===== src/utf8dcf_pkg.sv =====
`default_nettype none

package utf8dcf_pkg;

  localparam int unsigned CP_W   = 21;
  localparam int unsigned BYTE_W = 8;
  localparam int unsigned MODE_W = 2;
  localparam int unsigned PEND_W = 2;

  // fold_mode codes; the unused code behaves as FOLD_STRIP
  localparam logic [MODE_W-1:0] FOLD_RAW   = 2'd0;
  localparam logic [MODE_W-1:0] FOLD_LOWER = 2'd1;
  localparam logic [MODE_W-1:0] FOLD_STRIP = 2'd2;

  // A decoded code point leaving the decoder
  typedef struct packed {
    logic            valid;
    logic [CP_W-1:0] cp;
  } dec_result_t;

endpackage

`default_nettype wire


===== src/utf8_decode_case_fold_unit.sv =====
// A result reaches m_axis from its last byte through the input register, then
// the result register; a stall on m_axis can hold it in either.
// Throughput: one byte per cycle; back pressure on the result side stalls input.
// Reset (rst, synchronous, active high) closes any open sequence, empties both
// registers and sets fold_mode to raw code points.
`default_nettype none

module utf8_decode_case_fold_unit (
  input  wire        clk,
  input  wire        rst,
  // configuration: fold_mode
  input  wire        cfg_we,
  input  wire  [1:0] cfg_wdata,
  // input items
  input  wire        s_axis_tvalid,
  output logic       s_axis_tready,
  input  wire  [7:0] s_axis_tdata,   // [7:0] in_byte
  input  wire        s_axis_tlast,   // end_of_text
  // result items
  output logic        m_axis_tvalid,
  input  wire         m_axis_tready,
  output logic [23:0] m_axis_tdata   // [20:0] code_point, [23:21] zero
);
  import utf8dcf_pkg::*;

  // Configuration register
  logic [MODE_W-1:0] fold_mode;

  always_ff @(posedge clk) begin
    if (rst) begin
      fold_mode <= FOLD_RAW;
    end else if (cfg_we) begin
      fold_mode <= cfg_wdata;
    end
  end

  // Input register: holds one byte until the decoder consumes it
  logic              in_valid;
  logic [BYTE_W-1:0] in_byte;
  logic              in_eot;

  // Result register
  logic              out_valid;
  logic [CP_W-1:0]   out_cp;

  logic              advance;
  dec_result_t       dec;
  logic [CP_W-1:0]   folded;

  // Decode the held byte whenever the result slot is free or draining this cycle.
  assign advance       = in_valid && (!out_valid || m_axis_tready);
  assign s_axis_tready = !in_valid || advance;

  always_ff @(posedge clk) begin
    if (rst) begin
      in_valid <= 1'b0;
    end else if (s_axis_tready) begin
      in_valid <= s_axis_tvalid;
    end
  end

  always_ff @(posedge clk) begin
    if (s_axis_tready && s_axis_tvalid) begin
      in_byte <= s_axis_tdata;
      in_eot  <= s_axis_tlast;
    end
  end

  utf8dcf_decode u_decode (
    .clk        (clk),
    .rst        (rst),
    .item_valid (advance),
    .item_byte  (in_byte),
    .item_eot   (in_eot),
    .result     (dec)
  );

  utf8dcf_fold u_fold (
    .fold_mode (fold_mode),
    .cp_in     (dec.cp),
    .cp_out    (folded)
  );

  // Load a result when one is produced; otherwise drop the slot once taken.
  always_ff @(posedge clk) begin
    if (rst) begin
      out_valid <= 1'b0;
    end else if (advance) begin
      out_valid <= dec.valid;
    end else if (m_axis_tready) begin
      out_valid <= 1'b0;
    end
  end

  always_ff @(posedge clk) begin
    if (advance && dec.valid) begin
      out_cp <= folded;
    end
  end

  assign m_axis_tvalid = out_valid;
  assign m_axis_tdata  = {3'b000, out_cp};

  // An empty input register must always take a byte.
  assert property (@(posedge clk) disable iff (rst) !in_valid |-> s_axis_tready)
    else $error("input register empty but not ready");

  // A full input register behind a stalled result must hold off new bytes.
  assert property (@(posedge clk) disable iff (rst)
    (in_valid && out_valid && !m_axis_tready) |-> !s_axis_tready)
    else $error("byte accepted while pipeline stalled");

  // Every decoded code point reaches the result register.
  assert property (@(posedge clk) disable iff (rst)
    (advance && dec.valid) |=> m_axis_tvalid)
    else $error("decoded code point lost");

  // A stalled result keeps its value.
  assert property (@(posedge clk) disable iff (rst)
    (out_valid && !m_axis_tready) |=> (out_valid && $stable(out_cp)))
    else $error("stalled result changed");

endmodule

`default_nettype wire


===== src/utf8dcf_decode.sv =====
`default_nettype none

module utf8dcf_decode (
  input  wire                              clk,
  input  wire                              rst,
  input  wire                              item_valid,
  input  wire  [utf8dcf_pkg::BYTE_W-1:0]   item_byte,
  input  wire                              item_eot,
  output utf8dcf_pkg::dec_result_t         result
);
  import utf8dcf_pkg::*;

  logic [PEND_W-1:0] bytes_pending;
  logic [PEND_W-1:0] bytes_pending_next;
  logic [CP_W-1:0]   partial_value;
  logic [CP_W-1:0]   partial_value_next;

  logic            is_cont;
  logic [CP_W-1:0] shifted;

  assign is_cont = (item_byte[7:6] == 2'b10);
  assign shifted = {partial_value[CP_W-7:0], item_byte[5:0]};

  always_comb begin
    bytes_pending_next = bytes_pending;
    partial_value_next = partial_value;
    result.valid       = 1'b0;
    result.cp          = '0;
    if (bytes_pending != '0 && is_cont) begin
      // add six bits and count down
      bytes_pending_next = bytes_pending - 1'b1;
      partial_value_next = shifted;
      if (bytes_pending == 2'd1) begin
        result.valid       = 1'b1;
        result.cp          = shifted;
        partial_value_next = '0;
      end
    end else begin
      // no sequence open, or a broken one: drop it and take the byte as a lead
      bytes_pending_next = '0;
      partial_value_next = '0;
      priority if (item_byte[7] == 1'b0) begin
        result.valid = 1'b1;
        result.cp    = CP_W'(item_byte);
      end else if (item_byte[7:5] == 3'b110) begin
        partial_value_next = CP_W'(item_byte[4:0]);
        bytes_pending_next = 2'd1;
      end else if (item_byte[7:4] == 4'b1110) begin
        partial_value_next = CP_W'(item_byte[3:0]);
        bytes_pending_next = 2'd2;
      end else if (item_byte[7:3] == 5'b11110) begin
        partial_value_next = CP_W'(item_byte[2:0]);
        bytes_pending_next = 2'd3;
      end else begin
        // stray continuation or invalid lead: drop
        bytes_pending_next = '0;
      end
    end
    if (item_eot && bytes_pending_next != '0) begin
      bytes_pending_next = '0;
      partial_value_next = '0;
    end
    if (!item_valid) begin
      result.valid = 1'b0;
    end
  end

  always_ff @(posedge clk) begin
    if (rst) begin
      bytes_pending <= '0;
      partial_value <= '0;
    end else if (item_valid) begin
      bytes_pending <= bytes_pending_next;
      partial_value <= partial_value_next;
    end
  end

endmodule

`default_nettype wire


===== src/utf8dcf_fold.sv =====
`default_nettype none

module utf8dcf_fold (
  input  wire  [utf8dcf_pkg::MODE_W-1:0] fold_mode,
  input  wire  [utf8dcf_pkg::CP_W-1:0]   cp_in,
  output logic [utf8dcf_pkg::CP_W-1:0]   cp_out
);
  import utf8dcf_pkg::*;

  logic            latin;
  logic [7:0]      lo;
  logic [7:0]      lowered;
  logic [7:0]      stripped;
  logic            do_lower;
  logic            do_strip;

  assign latin    = (cp_in[CP_W-1:8] == '0);
  assign lo       = cp_in[7:0];
  assign do_lower = (fold_mode != FOLD_RAW);
  assign do_strip = fold_mode[1];

  always_comb begin
    lowered = lo;
    if (do_lower && ((lo >= 8'h41 && lo <= 8'h5A) ||
                     (lo >= 8'hC0 && lo <= 8'hDE && lo != 8'hD7))) begin
      lowered = lo + 8'h20;
    end
  end

  always_comb begin
    stripped = lowered;
    if (do_strip) begin
      priority if (lowered >= 8'hE0 && lowered <= 8'hE5) stripped = 8'h61;
      else if (lowered == 8'hE7)                         stripped = 8'h63;
      else if (lowered >= 8'hE8 && lowered <= 8'hEB)     stripped = 8'h65;
      else if (lowered >= 8'hEC && lowered <= 8'hEF)     stripped = 8'h69;
      else if (lowered == 8'hF1)                         stripped = 8'h6E;
      else if (lowered >= 8'hF2 && lowered <= 8'hF6)     stripped = 8'h6F;
      else if (lowered >= 8'hF9 && lowered <= 8'hFC)     stripped = 8'h75;
      else if (lowered == 8'hFD || lowered == 8'hFF)     stripped = 8'h79;
      else                                               stripped = lowered;
    end
  end

  assign cp_out = latin ? CP_W'(stripped) : cp_in;

endmodule

`default_nettype wire

===== config.mk =====
export PLATFORM = sky130hd
export DESIGN_NAME = utf8_decode_case_fold_unit
export DESIGN_NICKNAME = d
export VERILOG_FILES = /design/src/utf8dcf_pkg.sv /design/src/utf8_decode_case_fold_unit.sv /design/src/utf8dcf_decode.sv /design/src/utf8dcf_fold.sv
export SDC_FILE = /design/constraint.sdc
export NUM_CORES = 1
export LEC_CHECK = 0
export BUFFER_PORTS_ARGS = -buffer_cell sky130_fd_sc_hd__buf_4
export CORE_AREA = 2 2 88 73
export DETAILED_ROUTE_END_ITERATION = 12
export DIE_AREA = 0 0 90 75
export PLACE_DENSITY = 0.64
export SLEW_MARGIN = 20
export SYNTH_ARGS = -nofsm -noshare
export SYNTH_HDL_FRONTEND = slang
export SYNTH_SLANG_ARGS = --single-unit
export TNS_END_PERCENT = 30

===== constraint.sdc =====
create_clock -name clk -period 3.4 [get_ports clk]
set_input_delay 0 -clock clk [delete_from_list [all_inputs] [get_ports clk]]
set_output_delay 0 -clock clk [all_outputs]
set_load 0.02 [all_outputs]

After elaboration in Yosys (flattened, before gate mapping)
Cells that the tools add are included.

Add/sub/neg operators: 2. Order comparisons: 14. Equality and inequality tests: 10. Mux-type cells: 30. Reductions and logical operators: 25.

Operator list (count): $mux 8 (11); $mux 15 (5); $mux 22 (3); $ge 8x8->1 const B (6); $le 8x8->1 const B (6); $eq 8x8->1 const B (4); $logic_and 1x1->1 (14); $logic_not 13->1 (1); $mux 2 (6); $add 8x6->8 const B (1); $ge 8x7->1 const B (1); $le 8x7->1 const B (1); $ne 8x8->1 const B (1); $reduce_bool 2->1 (4); $eq 5x5->1 const B (1); $eq 4x4->1 const B (1); $logic_or 1x1->1 (4); $mux 4 (1); $eq 3x3->1 const B (1); $mux 1 (3); $mux 3 (1); $eq 2x1->1 const B (1); $eq 2x2->1 const B (1); $logic_not 1->1 (2); $sub 2x1->2 const B (1).

Flip-flop bits (word level): 51. Input bits: 16. Output and inout port bits: 26. Logic and storage cells: 90.

Depth between registers and ports, before layout
Gate-level depths: netlist of run 1.

Depth after elaboration: 21. Gate-level depth with buffers: 14. Gate-level depth less buffers: 13.

Cells and area by module
Synthesis of run 1 repeated with hierarchy kept, for this count alone.

Cell total of the unflattened synthesis: 282. Area total of the unflattened synthesis: 2796.4 um^2.

Modules (own cells, without submodules): utf8_decode_case_fold_unit (times used 1, cells an instance 51, area an instance 1097.3 um^2, sequential area each 980.9 um^2); utf8dcf_decode (times used 1, cells an instance 128, area an instance 1077.3 um^2, sequential area each 340.3 um^2); utf8dcf_fold (times used 1, cells an instance 103, area an instance 621.8 um^2, sequential area each 0.0 um^2).

Worst setup path after synthesis of run 1
Ideal clock, no wire load.

Path type: reg-to-reg. Start: reg u_decode.bytes_pending[0]. End: reg out_cp[7] (data pin). Setup time: 0.256 ns. Arrival: 2.971 ns. Setup slack: 0.173 ns. Cell stages (with the launch flop): 15. Buffers on the path: 1. Cells stage by stage: dfxtp_1 > inv_1 > ha_1 > and4bb_2 > clkbuf_2 > a22oi_1 > inv_1 > ha_1 > nand3_1 > o32ai_4 > o2111ai_2 > o41ai_2 > o211ai_1 > a41o_1 > a31o_2.

Cells in the longest elaborated chain, start to end: 21.

Ends and longest elaborated chain: start, declared (RTL line utf8dcf_decode.sv:13) `logic [PEND_W-1:0] bytes_pending;`; start signal, assigned (RTL line utf8dcf_decode.sv:73) `bytes_pending <= bytes_pending_next;`; $eq 2x1->1 or $reduce_bool 2->1 (tied branches) (RTL line utf8dcf_decode.sv:33, utf8dcf_decode.sv:29); $mux 22 or $logic_and 1x1->1 (tied branches) (RTL line utf8dcf_decode.sv:33, utf8dcf_decode.sv:29); $mux 22 (*) (RTL line utf8dcf_decode.sv:29) `if (bytes_pending != '0 && is_cont) begin`; branches (longest 17 deep; another with $ge 8x8->1); $mux 8 (*) (RTL line utf8dcf_fold.sv:45) `assign cp_out = latin ? CP_W'(stripped) : cp_in;`; net folded[7] (RTL line utf8_decode_case_fold_unit.sv:48) `logic [CP_W-1:0] folded;`; end signal, assigned (RTL line utf8_decode_case_fold_unit.sv:97) `out_cp <= folded;`; end, declared (RTL line utf8_decode_case_fold_unit.sv:44) `logic [CP_W-1:0] out_cp;`.

Mark *: on every way through the listed nets, which the timed path passes. A chain may end at the register's enable or synchronous reset.

Worst setup path in the final report of run 1
Same ends and word-level chain as after synthesis.

==> impl_results.md, run 1 <==
* Worst setup path class: flip-flop to flip-flop
* Number of synthesized flops with an enable pin at 30
* Synth top area share at approximately a third
* Outcome: completed
* Routability Congestion at between 0.9 and 1
* Via-per-instance ratio at approximately 5.4
* Xor/xnor share of the synthesized area at less than 1%
* Adder-cell area share of the yosys netlist at under 10%
* Critical-path maximum fanout at 7
* Worst Hold Depth at 2
* Finished Core Util at between 50% and 60%
* Compound-cell area share of the yosys netlist at between 10% and 20%
* CP Capture Type: flip-flop
* Die ar. at 6750 µm²
* Vias in the first global route at roughly 2000
* Fmax achieved at ~0.30 GHz
* Commonest cells in the netlist: 30 x edfxtp_1, 30 x nor2_1, 21 x dfxtp_1
* CTS Root Cell: clkbuf_8
* Post-synthesis sequential area ratio at slightly above 50%
* Vias at roughly 2100
* Antenna-violating nets left at 0
* R2R depth at 13
* Final setup viols at 0
* Min cycle time layout at between 3 and 4 ns
* Fin crit share at between 90% and 100%
* Measured slew at the worst slew-check pin at 0.659 ns
* CTS Sinks at about 50
* # port buffers at 38
* P_leak at between 1 and 1.5 nW
* Row cnt at 25
* Total power at ~1.2 mW
* Final wirelength at slightly below 6 mm
* Layout Skew at between 0.01 and 0.015 ns
* Hpwl dp at just under 4 mm
* Max VDD drop at between 0.00015 and 0.0002 V
* Synth area leader: edfxtp_1
* Async set-reset flop share out of synthesis at 0%
* Clk pin slew, worst setup/hold paths at 0.11 ns
* Die Wd at about 90 µm
* Top FF cell, synth: edfxtp_1
* TritonCTS buffer count at 5
* Synth Register Bits at between 50 and 60
* Worst Hold Slack at ~0.0036 ns
* Worst EP arrival at 3.35 ns
* Critical Path RT at between 3 and 4 ns
* Post-Synth Simple-Gate Area at 19.4%
* Endpoints failing hold at 0
* Die Y at approximately 75 µm
* First-pass GRT wire length at between 9 and 10 mm
* # H-tree levels at 2
* Largest net degree at the start of global routing at 22
* Synth Warn # at 0
* Type of the tightest min-delay check: input pin to flip-flop
* CP Launch Type: flip-flop
* Layout area overhead at 25.7%
* Io pins at 42
* Total global-route track usage at 18.4%
* WL/cell at 14.8 µm
* Share of cells above drive strength 1 at a little under a quarter
* Area contributors post-synth: edfxtp_1 35%, dfxtp_1 16%, nor2_1 4.4%, a22oi_1 4.1%, and2_1 3.6%
* Largest family of logic cells by synthesized area: compound AO/OA/AOI/OAI gates
* DRT iter0 DRCs at ~110
* Syn avg cell area at 10.1 µm²
* Multiplexer share of the synthesized area at 1.61%
* Initial antenna violation count at 0
* ANT cells at 0
* Drc violations at 0
* Post-Syn Instances at about 250
* Net count reported at finish at about 330
* Clock Tree Buf Depth at 2
* Total grt overflow at 0
* CTS tree: yes
* First-pass DRT Iterations at 4
* Final slew viol count at 0
* Mapped Area at 2570 µm²
* Worst slew margin at between 50% and 60%
* Max_cap viols at 0
* Netlist cell types at between 50 and 60
* Clk_lat worst skew at ~0.32 ns
* Core Area at about 5800 µm²
* Initial Util at 44.2%
* Pwr/cell area at 369 nW/µm²
-- per-stage QoR --
| step | setup WS [ns] | std cells | setup TNS (ns) | cell area [µm²] |
|---|---|---|---|---|
| 2_1_floorplan | 0.173 | 256 | 0 | 2580 |
| 3_3_place_gp | 0.186 | 364 | 0 | 2940 |
| 3_5_place_dp | 0.0246 | 364 | 0 | 2940 |
| 4_1_cts | 0.0109 | 387 | 0 | 3180 |
| 5_1_grt | -0.0317 | 390 | -0.0317 | 3230 |
| 6_report | 0.120 | 390 | 0 | 3230 |
-- power by group --
group / leakage (nW) / total [mW] / switching [mW] / internal [mW]
Sequential: 0.455 / 0.692 / 0.0225 / 0.669
Clock: 0.0491 / 0.367 / 0.215 / 0.152
Combinational: 0.748 / 0.136 / 0.0727 / 0.0628
Total: 1.25 / 1.19 / 0.310 / 0.884
-- layer usage --
layer	vias to the layer above	part of all wire, %	global-route usage (%)
li1	1041	-	-
met1	962	45	25.0
met2	87	47	30.3
met3	5	7.4	3.50
met4	0	0.76	5.98
met5	-	0	0
-- worst max-delay path: stages, from the launching register on --
cell and delay (ns):
dfxtp_2 0.36, inv_1 0.05, ha_2 0.22, and4bb_2 0.31
a22oi_1 0.09, inv_1 0.10, ha_2 0.19, nand3_1 0.14
o32ai_4 0.31, o2111ai_2 0.21, o41ai_4 0.40, o211ai_1 0.19
a41o_1 0.27, a31o_2 0.21
-- repair_timing --
action,CTS,global route
pin swaps,2,4
setup endpoints to repair,1,6
hold endpoints to repair,12,0
hold buffers,14,0
setup buffers,1,3
gates resized for setup,1,7
-- sequential cells by signal, summed over array words and instances, names as in the netlist --
| register | cells |
|---|---|
| u_decode.bytes_pending | 2 |
| u_decode.partial_value | 15 |
| out_cp | 21 |
| in_valid | 1 |
| in_byte | 8 |
| in_eot | 1 |
| m_axis_tvalid | 1 |
| fold_mode | 2 |
-- cells by family (layout without fill, tap and decap cells) --
group	Yosys count	after routing
other cells	1	3
mux	4	4
flops	51	51
xor+xnor	2	2
compound gates	65	65
buf+inv	29	82
simple gates	98	98
fa+ha+maj	4	4
-- cells in the final DEF, fill, tap and decap left out, drive strengths merged, types with 10 or more instances in the layout --
cell	count
nand2	20
edfxtp	30
inv	12
dfxtp	21
buf	50
a22oi	14
dlygate4sd3	14
nor2	30
and2	15
a21oi	10
-- area by class of cell --
cell class,count,area (µm²)
clock inverter,3,26.3
clock buffer,5,68.8
timing repair buffer,64,515
tap,81,101
sequential,51,1320
inverter,10,37.5
fill,538,2580
multi-input combinational,176,1160
-- final timing paths --
check	start	end	slack, ns
min	rst	u_decode.partial_value[3]	0.004
min reg2reg	u_decode.bytes_pending[1]	u_decode.bytes_pending[1]	0.46
max reg2reg	u_decode.bytes_pending[0]	out_cp[7]	0.12
max	u_decode.bytes_pending[0]	out_cp[7]	0.12
(Power assumes the default switching activity.)
==> run 2, diff against run 1 <==
--- a/config.mk
+++ b/config.mk
@@ -6,10 +6,10 @@
 export NUM_CORES = 1
 export LEC_CHECK = 0
 export BUFFER_PORTS_ARGS = -buffer_cell sky130_fd_sc_hd__buf_4
-export CORE_AREA = 2 2 88 73
+export CORE_AREA = 2 2 99 82
 export DETAILED_ROUTE_END_ITERATION = 12
-export DIE_AREA = 0 0 90 75
-export PLACE_DENSITY = 0.64
+export DIE_AREA = 0 0 101 84
+export PLACE_DENSITY = 0.5
 export SLEW_MARGIN = 20
 export SYNTH_ARGS = -nofsm -noshare
 export SYNTH_HDL_FRONTEND = slang
==> constraint.sdc (replaced) <==
create_clock -name clk -period 4.25 [get_ports clk]
set_input_delay 0 -clock clk [delete_from_list [all_inputs] [get_ports clk]]
set_output_delay 0 -clock clk [all_outputs]
set_load 0.02 [all_outputs]
==> run 2 against run 1 <==
Compared with the run above:
- final area decreased by 2.7%
- cell count increased by 0.51%
- sequential cell count unchanged
- wire length increased by 1.1%
- die area increased by 26%
- worst hold slack improved by 0.015 ns
==> impl_results.md, run 2 (same netlist as run 1, synthesis figures left out) <==
* Setup slack, reg-to-reg at 0.42 ns (+0.30 ns)
* Antenna-violating nets left at 0 (unchanged)
* Clk_lat worst skew at 0.32 ns (about the same)
* P_sw at 251 µW (-19%)
* Max reg flops at 21 (unchanged)
* Measured slew at the worst slew-check pin at 0.794 ns (+0.135 ns)
* Critical-path maximum fanout at 18 (+11)
* Finished Core Util at 41.3% (-14 points)
* Fmax achieved at 0.261 GHz (-14%)
* Total grt overflow at 0 (unchanged)
* CTS tree: yes
* Via-per-instance ratio at 5.18 (-3.5%)
* Reg-to-reg endpoint: out_cp[0]
* Total global-route track usage at 14.8% (-3.5 points)
* Hold Crit Start: rst
* DRT iter0 DRCs at 195 (+71%)
* Initial antenna violation count at 0 (unchanged)
* Worst setup path class: flip-flop to flip-flop
* Drc violations at 0 (unchanged)
* Reg power frac at 58.0% (about the same)
* Commonest non-fill, non-tap cells in the layout: 40 x buf_4, 30 x edfxtp_1, 29 x nor2_1
* P_leak at 1.18 nW (-5.4%)
* Area of the multi-input gates at 1140 µm² (-2.2%)
* TritonCTS buffer count at 5 (unchanged)
* Dpl cell area at 2910 µm² (-0.94%)
* Final wirelength at 5.83 mm (+1.1%)
* Hold Path Sink: u_decode.partial_value[7]
* Core Area at 7620 µm² (+31%)
* First-pass GRT wire length at 9.83 mm (+0.64%)
* CTS Sinks at 51 (unchanged)
* Row cnt at 29 (+16%)
* Io pins at 42 (unchanged)
* Final slew viol count at 0 (unchanged)
* Max VDD drop at 0.000158 V (-19%)
* GR Layer Usage met1 at 22.2% (-2.8 points)
* Internal power at 704 µW (-20%)
* Fill cells at 766 (+42%)
* Min cycle time layout at 3.83 ns (+0.548 ns)
* Register Area at 1320 µm² (about the same)
* Most used routing layer: met1
* WL/cell at 14.9 µm (+0.63%)
* Largest net degree at the start of global routing at 22 (unchanged)
* Clock share of power at 31.2% (+0.5 points)
* Endpoints failing hold at 0 (unchanged)
* Layout area overhead at 22.4%
* Grt met2 use at 21.1% (-9.2 points)
* Die Wd at 101 µm (+12%)
* Grt met3 use at 3.85% (+0.35 points)
* Fin crit share at 90.1% (-6.4 points)
* Critical Path RT at 4.30 ns (+0.83 ns)
* # port buffers at 38 (unchanged)
* Vias in the first global route at 1953 (-1.3%)
* Max_cap viols at 0 (unchanged)
* # H-tree levels at 2 (unchanged)
* Die ar. at 8480 µm² (+26%)
* Share of cells above drive strength 1 at 20.1% (-3.6 points)
* CP Launch Type: flip-flop
* ANT cells at 0 (unchanged)
* Hpwl dp at 4.02 mm (+4.4%)
* Net Sw Frac at 26.3% (+0.30 points)
* Final setup viols at 0 (unchanged)
* First-pass DRT Iterations at 4 (unchanged)
* Initial Util at 33.8% (-10 points)
* Routability Congestion at 0.830 (-10%)
* Finished Cell Area at 3150 µm² (-2.7%)
* Layout Skew at 0.0163 ns (+0.00211 ns)
* Combinational Power Share at 10.8% (-0.6 points)
* Clk pin slew, worst setup/hold paths at 0.11 ns (about the same)
* R2R depth at 12 (-1)
* Worst Hold Depth at 2 (unchanged)
* Reg2reg start: u_decode.bytes_pending[0]
* Total power at 955 µW (-20%)
* Crit. Startpoint: u_decode.bytes_pending[0]
* Worst slew margin at 47.1% (-9.0 points)
* Outcome: completed
* CP Capture Type: flip-flop
* CTS Root Cell: clkbuf_8
* Die Y at 84 µm (+12%)
* Largest regs: out_cp x21, u_decode.partial_value x15, in_byte x8
* Net count reported at finish at 318 (-3.0%)
* Largest Register: out_cp
* Pwr/cell area at 303 nW/µm² (-18%)
* Worst EP arrival at 3.88 ns (+0.53 ns)
* Clock Tree Buf Depth at 2 (unchanged)
* Total negative slack at 0 ns (unchanged)
* Type of the tightest min-delay check: input pin to flip-flop
* Unrepaired setup endpoints after global routing: no
* Vias at 2032 (-3.0%)
* Commonest non-fill, non-tap cell in the layout: buf_4
[run 2: worst max path at each step]
stage                      endpoint  slack [ns]  cells past startpoint
after floorplan           out_cp[7]        1.02                     14
after global placement    out_cp[0]        0.57                     13
after detailed placement  out_cp[0]        0.43                     12
after CTS                 out_cp[0]        0.41                     12
after global routing      out_cp[0]        0.02                     12
final                     out_cp[0]        0.42                     12
[run 2: power groups by stage]
stage | clock, mW | combinational, mW | sequential, mW
4_1_cts | 0.313 | 0.103 | 0.554
3_3_place_gp | 0 | 0.0922 | 0.565
3_5_place_dp | 0 | 0.0919 | 0.565
6_report | 0.298 | 0.103 | 0.554
2_1_floorplan | 0 | 0.0620 | 0.561
5_1_grt | 0.331 | 0.113 | 0.556
[run 2: metal layers]
layer / vias to the layer above / share of wire (%)
li1: 1018 / -
met1: 951 / 51
met2: 59 / 42
met3: 4 / 6.0
met4: 0 / 0.94
met5: - / 0
[run 2: final cells by class]
cell class	instances	share of cell area, %
clock inverter	3	0.835
tap	93	3.70
clock buffer	5	2.19
timing repair buffer	54	14.0
multi-input combinational	176	36.1
inverter	10	1.19
sequential	51	42.0
[run 2: worst max-delay path: stages, from the launching register on]
cell      delay (ns)
dfxtp_1         0.39
inv_1           0.06
ha_1            0.27
and4bb_2        0.53
a22oi_1         0.26
inv_1           0.17
ha_1            0.22
nand3_1         0.15
o41ai_1         0.68
and2_1          0.26
o211ai_2        0.18
o311ai_0        0.29
o21ai_0         0.13
[run 2: metrics by stage]
step	worst slack (ns)	cells	hold slack (ns)
floorplan	1.02	256	0.0691
global placement	0.571	370	0.178
detailed placement	0.426	370	0.179
CTS	0.413	392	0.0145
global route	0.0174	392	0.0142
finish	0.422	392	0.0189
[run 2: timing repair]
item                                   in CTS  in global routing
hold buffers                               14                  0
gates resized for setup                     0                  0
endpoints found under the hold margin      12                  0
setup buffers                               0                  0
==> run 3, diff against run 2 <==
--- a/config.mk
+++ b/config.mk
@@ -5,11 +5,12 @@
 export SDC_FILE = /design/constraint.sdc
 export NUM_CORES = 1
 export LEC_CHECK = 0
+export ABC_AREA = 1
 export BUFFER_PORTS_ARGS = -buffer_cell sky130_fd_sc_hd__buf_4
-export CORE_AREA = 2 2 99 82
+export CORE_AREA = 2 2 105 87
 export DETAILED_ROUTE_END_ITERATION = 12
-export DIE_AREA = 0 0 101 84
-export PLACE_DENSITY = 0.5
+export DIE_AREA = 0 0 107 89
+export PLACE_DENSITY = 0.49
 export SLEW_MARGIN = 20
 export SYNTH_ARGS = -nofsm -noshare
 export SYNTH_HDL_FRONTEND = slang
==> run 3 against run 2 <==
Compared with the run above:
- critical path depth increased by 13
- global-route usage increased by 0.61 points
- die area increased by 12%
- final area increased by 12%
- wire length increased by 14%
- clock power decreased by 2%
- worst setup slack improved by 0.22 ns
- sequential share of layout area decreased by 4.5 points
- count of clock-buffer cells in the layout unchanged
- cell count increased by 39%
- non-clock buffer count decreased by 1
- via count increased by 26%
- largest cell class is now multi-input gates
==> impl_results.md, run 3 <==
* Top FF cell, synth: edfxtp_1
* Xor/xnor share of the synthesized area at 0.303% (-0.38 points)
* Initial Util at 34.5% (+0.75 points)
* Row cnt at 30 (+3.4%)
* Final setup viols at 0 (unchanged)
* Vias at 2569 (+26%)
* Pwr/cell area at 275 nW/µm² (-9.2%)
* Final slew viol count at 0 (unchanged)
* Area of the multi-input gates at 1370 µm² (+21%)
* Commonest non-fill, non-tap cells in the layout: 110 x nand2_1, 44 x nor2_1, 38 x buf_4
* Total global-route track usage at 15.4% (+0.61 points)
* Hpwl dp at 5.07 mm (+26%)
* # port buffers at 38 (unchanged)
* Worst EP arrival at 3.67 ns (-0.21 ns)
* Adder-cell area share of the yosys netlist at 1.73% (-0.21 points)
* Critical path's largest stage delay at 0.38 ns (-0.30 ns)
* Commonest non-fill, non-tap cell in the layout: nand2_1
* Die Wd at 107 µm (+5.9%)
* # H-tree levels at 2 (unchanged)
* Worst Hold Slack at 0.0191 ns (+0.000114 ns)
* Synth top area share at 31.2% (-3.8 points)
* Die ar. at 9520 µm² (+12%)
* DRT iter0 DRCs at 161 (-17%)
* Cell Count Post-Placement at 520 (+41%)
* Post-Synth Simple-Gate Area at 34.2% (+15 points)
* Cts repair resizes at 0 (unchanged)
* Worst Hold Depth at 3 (+1)
* Worst slew margin at 48.0% (+0.94 points)
* Outcome: completed
* Critical Path RT at 4.32 ns (+0.02 ns)
* Multiplexer share of the synthesized area at 0% (-1.6 points)
* Largest regs: out_cp x21, u_decode.partial_value x15, in_byte x8
* First-pass GRT wire length at 11.7 mm (+19%)
* Type of the tightest min-delay check: input pin to flip-flop
* P_leak at 1.42 nW (+20%)
* Max VDD drop at 0.000140 V (-11%)
* TritonCTS buffer count at 5 (unchanged)
* Mapped Area at 2890 µm² (+12%)
* Fill cells at 832 (+8.6%)
* Antenna-violating nets left at 0 (unchanged)
* Max_cap viols at 0 (unchanged)
* Drc violations at 0 (unchanged)
* Clk_lat worst skew at 0.31 ns (about the same)
* Clock Tree Buf Depth at 2 (unchanged)
* Post-Syn Instances at 377 (+48%)
* Largest Register: out_cp
* WL/cell at 12.3 µm (-17%)
* ANT cells at 0 (unchanged)
* Vias in the first global route at 2421 (+24%)
* Commonest cells in the netlist: 110 x nand2_1, 45 x nor2_1, 34 x inv_1
* Grt met2 use at 23.2% (+2.1 points)
* Routability Congestion at 0.917 (+10%)
* Layout area overhead at 22.1%
* Top cell by count, worst path: nand2_1
* Most used routing layer: met2
* Synth Warn # at 0 (unchanged)
* CTS Root Cell: clkbuf_8
* Min cycle time layout at 3.61 ns (-0.220 ns)
* Layout Skew at 0.0134 ns (-0.00297 ns)
* Finished Core Util at 42.1% (+0.82 points)
* Total negative slack at 0 ns (unchanged)
* Async set-reset flop share out of synthesis at 0% (unchanged)
* Initial antenna violation count at 0 (unchanged)
* GR Layer Usage met1 at 22.9% (+0.66 points)
* Max reg flops at 21 (unchanged)
* Post-Layout Cell Count at 543 (+39%)
* CTS Sinks at 51 (unchanged)
* Area contributors post-synth: edfxtp_1 31%, dfxtp_1 15%, nand2_1 14%, nor2_1 5.8%, inv_1 4.4%
* CTS tree: yes
* Syn avg cell area at 7.66 µm² (-24%)
* Synth area leader: edfxtp_1
* Grt met3 use at 3.72% (-0.14 points)
* CP Capture Type: flip-flop
* Endpoints failing hold at 0 (unchanged)
* Unrepaired setup endpoints after global routing: no
* Io pins at 42 (unchanged)
* Share of cells above drive strength 1 at 19.5% (-0.58 points)
* Via-per-instance ratio at 4.73 (-8.7%)
* Register Area at 1320 µm² (unchanged)
* R2R depth at 25 (+13)
* Compound-cell area share of the yosys netlist at 10.4% (-9.5 points)
* Worst setup path class: flip-flop to flip-flop
* Top-count cell post-synth: nand2_1
* Largest family of logic cells by synthesized area: simple AND/OR/NAND/NOR gates
* Total grt overflow at 0 (unchanged)
* Fmax achieved at 0.277 GHz (+6.1%)
* Synth Register Bits at 51 (unchanged)
* Critical-path maximum fanout at 14 (-4)
* Largest net degree at the start of global routing at 23 (+4.5%)
* Measured slew at the worst slew-check pin at 0.778 ns (-0.0160 ns)
* Worst path slowest cell: dfxtp_1
* Fin crit share at 84.9% (-5.2 points)
* Final wirelength at 6.67 mm (+14%)
* Post-synthesis sequential area ratio at 45.7% (-5.6 points)
* First-pass DRT Iterations at 4 (unchanged)
* Die Y at 89 µm (+6.0%)
* CP Launch Type: flip-flop
* Clk pin slew, worst setup/hold paths at 0.10 ns (about the same)
* Setup slack, reg-to-reg at 0.64 ns (+0.22 ns)
* Netlist cell types at 40 (-31%)
* Net count reported at finish at 450 (+42%)
* Number of synthesized flops with an enable pin at 30 (unchanged)
* Core Area at 8370 µm² (+9.9%)
## run 3: cell types whose count changed after synthesis, moves of 4 or more
cell	previous run	this run
inv_2	0	9
inv_1	10	34
nand2_1	20	110
nand2b_1	4	0
a22oi_1	14	0
nand3_1	7	22
and2_1	15	1
a21oi_1	10	24
nor2_1	30	45
nand2_2	0	13
clkbuf_1	13	4
## run 3: critical path: cells and delay by family, from the launching register on
kind	cells	cell delay (ns)
adder cells (fa/ha/maj)	2	0.40
flip-flops	1	0.38
AND/OR/NAND/NOR	18	1.96
AO/OA/AOI/OAI	2	0.29
buffers and inverters	3	0.31
## run 3: final cells by class
type,instances,share of cell area [%]
Clock inverter,3,0.780
Clock buffer,5,1.95
Inverter,43,4.58
Timing Repair Buffer,53,12.3
Tap cell,112,3.97
Multi-Input combinational cell,276,38.9
Sequential cell,51,37.5
## run 3: metrics by stage
stage / power, mW / setup WS [ns] / cell area, µm²
finish: 0.972 / 0.643 / 3530
global route: 1.03 / 0.184 / 3530
CTS: 0.983 / 0.661 / 3520
detailed placement: 0.680 / 0.693 / 3280
global placement: 0.681 / 0.746 / 3270
floorplan: 0.641 / 1.17 / 2900
## run 3: kinds of logic after synthesis
group | Yosys count
xor gates and xnor gates | 1
DFF | 51
buffers and inverters | 52
adders and majority gates | 4
other | 1
AOI/OAI and AO/OA | 51
and+or+nand+nor | 217
## run 3: where the power goes
part	total, mW	switching, mW	internal, mW
clock	0.292	0.171	0.121
combinational	0.131	0.0818	0.0488
sequential	0.549	0.0122	0.537
total	0.972	0.265	0.707
## run 3: repair_timing
action                    CTS  global route
hold buffers               15             0
buffers inserted            0             0
hold endpoints to repair   13             0
## run 3: layer usage
| layer | vias up | wire length, µm |
|---|---|---|
| met5 | - | 0 |
| met4 | 0 | 29 |
| met3 | 2 | 433 |
| met2 | 88 | 2700 |
| met1 | 1141 | 3510 |
| li1 | 1338 | - |
## run 3: path summary, 6_finish.rpt
check	end	start
max reg2reg	out_cp[7]	u_decode.bytes_pending[0]
max	out_cp[7]	u_decode.bytes_pending[0]
min reg2reg	u_decode.partial_value[13]	u_decode.partial_value[13]
min	fold_mode[1]	cfg_we
